File: config.mk
export PLATFORM = sky130hd
export DESIGN_NAME = ppt_edge_unit
export DESIGN_NICKNAME = d
export VERILOG_FILES = /design/src/hdl/ppt_pkg.sv /design/src/hdl/ppt_edge_unit.sv
export SDC_FILE = /design/constraint.sdc
export NUM_CORES = 2
export LEC_CHECK = 0
export ABC_AREA = 1
export BUFFER_PORTS_ARGS = -buffer_cell sky130_fd_sc_hd__buf_4
export CORE_MARGIN = 4
export CORE_UTILIZATION = 60
export DETAILED_ROUTE_END_ITERATION = 10
export GPL_ROUTABILITY_DRIVEN = 0
export PLACE_DENSITY = 0.88
export REMOVE_ABC_BUFFERS = 1
export SETUP_SLACK_MARGIN = 0.5
export SLEW_MARGIN = 30
export SYNTH_ARGS = -nofsm -noshare
export SYNTH_HDL_FRONTEND = slang
export SYNTH_SLANG_ARGS = --single-unit
File: constraint.sdc
create_clock -name clk -period 7.2 [get_ports clk]
set_clock_uncertainty 0.05 [all_clocks]
set_input_delay 0.72 -clock clk [delete_from_list [all_inputs] [get_ports clk]]
set_output_delay 0.72 -clock clk [all_outputs]
set_load 0.02 [all_outputs]
File: src/hdl/ppt_pkg.sv
// Shared types and constants for the point-in-polygon test block.
package ppt_pkg;

  // Request command codes
  localparam logic CMD_STORE = 1'b0;
  localparam logic CMD_QUERY = 1'b1;

  // Fixed field widths
  localparam int IDX_W = 6;
  localparam int CNT_W = 7;

  // Query sequencer states
  typedef enum logic [1:0] {
    ST_IDLE,
    ST_WALK,
    ST_DRAIN
  } ppt_state_t;

  // Control from the sequencer to the edge unit
  typedef struct packed {
    logic clear;     // new query: reset the inside flag
    logic rd_vld;    // vertex read data valid this cycle
    logic rd_first;  // this read opens the walk, no edge yet
  } ppt_edge_ctl_t;

endpackage

File: src/hdl/ppt_edge_unit.sv
// Pipelined edge evaluator: crossing test for one edge per cycle, even-odd flag.
module ppt_edge_unit import ppt_pkg::*; #(
  parameter int COORD_WIDTH = 16
) (
  input  logic                          clk,
  input  logic                          rst_n,
  input  ppt_edge_ctl_t                 ctl,
  input  logic signed [COORD_WIDTH-1:0] rd_x,
  input  logic signed [COORD_WIDTH-1:0] rd_y,
  input  logic signed [COORD_WIDTH-1:0] qx,
  input  logic signed [COORD_WIDTH-1:0] qy,
  output logic                          parity,
  output logic                          pipe_busy
);

  localparam int DW = COORD_WIDTH + 1;
  localparam int PW = 2 * DW;

  // Previous vertex: start point of the current edge
  logic signed [COORD_WIDTH-1:0] prev_x_r, prev_y_r;

  // Stage 1: differences
  logic                 s1_vld_r;
  logic                 s1_straddle_r;
  logic signed [DW-1:0] s1_a_r, s1_dy_r, s1_rx_r, s1_ry_r;

  // Stage 2: products
  logic                 s2_vld_r;
  logic                 s2_straddle_r;
  logic                 s2_dy_pos_r;
  logic signed [PW-1:0] s2_p1_r, s2_p2_r;

  logic                 inside_r;

  logic                 straddle_c;
  logic signed [DW-1:0] dy_c, a_c, rx_c, ry_c;
  logic                 right_c;

  // Edge from prev to current read vertex
  assign straddle_c = (prev_y_r > qy) != (rd_y > qy);
  assign dy_c = DW'(rd_y) - DW'(prev_y_r);
  assign a_c  = DW'(qx) - DW'(prev_x_r);
  assign rx_c = DW'(rd_x) - DW'(prev_x_r);
  assign ry_c = DW'(qy) - DW'(prev_y_r);

  // Exact crossing test, direction set by sign of dy
  assign right_c = s2_dy_pos_r ? (s2_p1_r < s2_p2_r) : (s2_p2_r < s2_p1_r);

  // Control flags
  always_ff @(posedge clk) begin
    if (!rst_n) begin
      s1_vld_r <= 1'b0;
      s2_vld_r <= 1'b0;
      inside_r <= 1'b0;
    end else begin
      s1_vld_r <= ctl.rd_vld & ~ctl.rd_first;
      s2_vld_r <= s1_vld_r;
      if (ctl.clear) begin
        inside_r <= 1'b0;
      end else if (s2_vld_r && s2_straddle_r && right_c) begin
        inside_r <= ~inside_r;
      end
    end
  end

  // Datapath registers
  always_ff @(posedge clk) begin
    if (ctl.rd_vld) begin
      prev_x_r <= rd_x;
      prev_y_r <= rd_y;
    end
    s1_straddle_r <= straddle_c;
    s1_a_r        <= a_c;
    s1_dy_r       <= dy_c;
    s1_rx_r       <= rx_c;
    s1_ry_r       <= ry_c;
    s2_straddle_r <= s1_straddle_r;
    s2_dy_pos_r   <= ~s1_dy_r[DW-1];
    s2_p1_r       <= s1_a_r * s1_dy_r;
    s2_p2_r       <= s1_rx_r * s1_ry_r;
  end

  assign parity    = inside_r;
  assign pipe_busy = s1_vld_r | s2_vld_r;

endmodule

==> results.md <==
- DR iter-0 viols: 2,143
- Design Area, Final: 0.0324 mm^2
- Status: finished, final reports clean
- Starting Density: 60.9%
- Synth cell types: 48
- Root Driver: clkbuf_16
- CTS Buffer Depth: 2
- Placed cell area: 0.0319 mm^2
- Crit-path cells: nand2_1, inv_1, fa_1, fa_1, fa_1, fa_1, fa_1, fa_1, ha_1, a21oi_1, o21ai_0, a221oi_1, nand3_1, xnor2_1
- Post-synth top area cell: fa_1
- Share of cells above drive strength 1: 5.18%
- Final Hold Slack: 283 ps
- Setup violations, final: 0
- Vias: 23.8k
- Synth top area share: 38.9%
- GRT Total Usage: 29.3%
- Clock buffer count from CTS: 17
- CP Max Fanout: 17
- Layout area overhead: 5.69%
- Worst min-delay path category: reg -> reg
- Setup tns final: 0 ps
- Post-synth EDFFs: 32
- RSZ-0062 raised after global routing: no
- Req. time, crit path: 7480 ps
- Tmin final: 6370 ps
- Max Cap Viol: 0
- Cell Rows: 82
- FF+latch count, synth: 174
- Synthesized instance count: 3,696
- Async set-reset flop share out of synthesis: 0%
- Postcts setup bufs: 0
- Synth top area cells: fa_1, inv_1, ha_1, nand2_1, dfxtp_1
- Post-Syn Area per Cell: 8.30 um^2
- Register area share after synthesis: 12.4%
- Layout Nets: 4,643
- Commonest register cell after synthesis: dfxtp_1
- Clk sink count: 174
- Global Route met2 Usage: 49.1%
- Die footprint: 0.0548 mm^2
- Critical Path AT: 6660 ps
- Final worst-path cycle share: 88.5%
- Placed cell count: 4,346
- Clock network latency to the later pin of the worst-skew pair: 470 ps
- Final std cells w/o fill: 4,379
- Least-Margin Pin Slew: 911 ps
- Crit path max-delay family: adder cells
- Remaining Overflow, GRT: 0
- Syn. warnings: 0
- Relative slew slack: 39.2%
- Crit end category: flop
- Final HPWL DP: 62,700 um
- Most frequent CP cell: fa_1
- Grt met3 use: 6.28%
- Met1 Use GR: 37.1%
- TritonCTS clock tree: done
- Largest net degree at the start of global routing: 34
- Final-report max-slew violation count: 0
- Final ANT Viol Nets: 0
- Synth cell count leaders: inv_1, nand2_1, fa_1, ha_1, dfxtp_1
- Synth Cell Area: 0.0307 mm^2
- H-tree levels: 4
- Fmax: 157 MHz
- CTS Hold Bufs: 0
- Routed len/inst: 17.4 um
- Gr busiest metal: met2
- Core Region: 0.0504 mm^2
- Critical path buffers and inverters: 1
- Initial antenna violation count: 6
- Post-CTS resize count: 0
- Port bufs: 70
- Die height: 234 um
- Crit Path Category: reg -> reg
- Vias in the first global route: 25.8k
- Startpoint types: flop
- First-pass GRT wire length: 126,000 um
- Max stage delay on crit path: 920 ps
- Initial DRT Pass Iterations: 9
- Clock Pin Slew Worst Setup and Hold Paths: 70 ps
- Count leader, synth: inv_1
- Slowest cell on the critical path: fa_1
- DRC: 0
- Die width: 234 um
- Avg Vias per Cell: 5.43
- Hold Violations, Final: 0
- Total Wirelength: 76,100 um
- # IOs: 71
==> area by class of cell <==
type | instances | area (um^2)
Fill cell | 3747 | 18000
Multi-Input combinational cell | 2294 | 22300
Inverter | 1094 | 4110
Antenna cell | 1 | 2.50
Timing Repair Buffer | 112 | 841
Clock buffer | 19 | 434
Tap cell | 672 | 841
Sequential cell | 174 | 3810
Clock inverter | 13 | 128
==> registers in the layout, summed over array words and instances, names as in the netlist, 16 cells and up <==
name,cells
prev_x_r,16
prev_y_r,16
s1_a_r,17
s1_dy_r,17
s1_rx_r,17
s1_ry_r,17
s2_p1_r,34
s2_p2_r,34
==> per-layer routing <==
layer  routed length (um)  part of all wire, %  up-vias
met4                 3980                  5.2       12
met2                36200                   48     1257
met5                   74                0.097        -
li1                     -                    -    10700
met1                28200                   37    11500
met3                 7630                   10      292
==> cells by family (layout without fill, tap and decap cells) <==
logic type	count (synthesis)	in the layout	share of synthesized area, %
and+or+nand+nor	1012	1012	13.0
adders and majority gates	881	881	50.5
other	0	1	0
buffers and inverters	1228	1238	15.0
DFF	174	174	12.4
AOI/OAI and AO/OA	277	277	5.49
xor gates and xnor gates	124	124	3.54
==> layout by cell type, fill, tap and decap left out, types with 45 or more instances in the layout <==
| cell | count |
|---|---|
| a21oi_1 | 125 |
| buf_4 | 112 |
| dfxtp_1 | 139 |
| xnor2_1 | 45 |
| nor2_1 | 101 |
| nand3_1 | 47 |
| fa_1 | 596 |
| ha_1 | 285 |
| inv_1 | 1094 |
| o21ai_0 | 54 |
| nand2_1 | 809 |
| xor2_1 | 79 |
==> worst paths after layout <==
path,startpoint,end,slack (ps),cells after the start
max,s1_dy_r[3],s2_p1_r[33],830,14
min,s1_straddle_r,s2_straddle_r,280,0
max reg2reg,s1_dy_r[3],s2_p1_r[33],830,14
min reg2reg,s1_straddle_r,s2_straddle_r,280,0
==> metrics by stage <==
stage	utilization (%)	setup slack (ps)
floorplan	-	1710
global route	64.4	508
global placement	63.2	1110
CTS	64.3	883
finish	64.4	828
detailed placement	63.2	939
==> worst reg2reg max path: cells and delay by family (launching register included) <==
kind / cells / cell delay [ps]
AOI/OAI and AO/OA: 3 / 870
xor gates and xnor gates: 1 / 150
and+or+nand+nor: 2 / 380
adders and majority gates: 7 / 3880
buffers and inverters: 1 / 130
DFF: 1 / 810
Power is not shown: default switching activity piles up to over one toggle a cycle in this logic, so the estimate is an artifact.
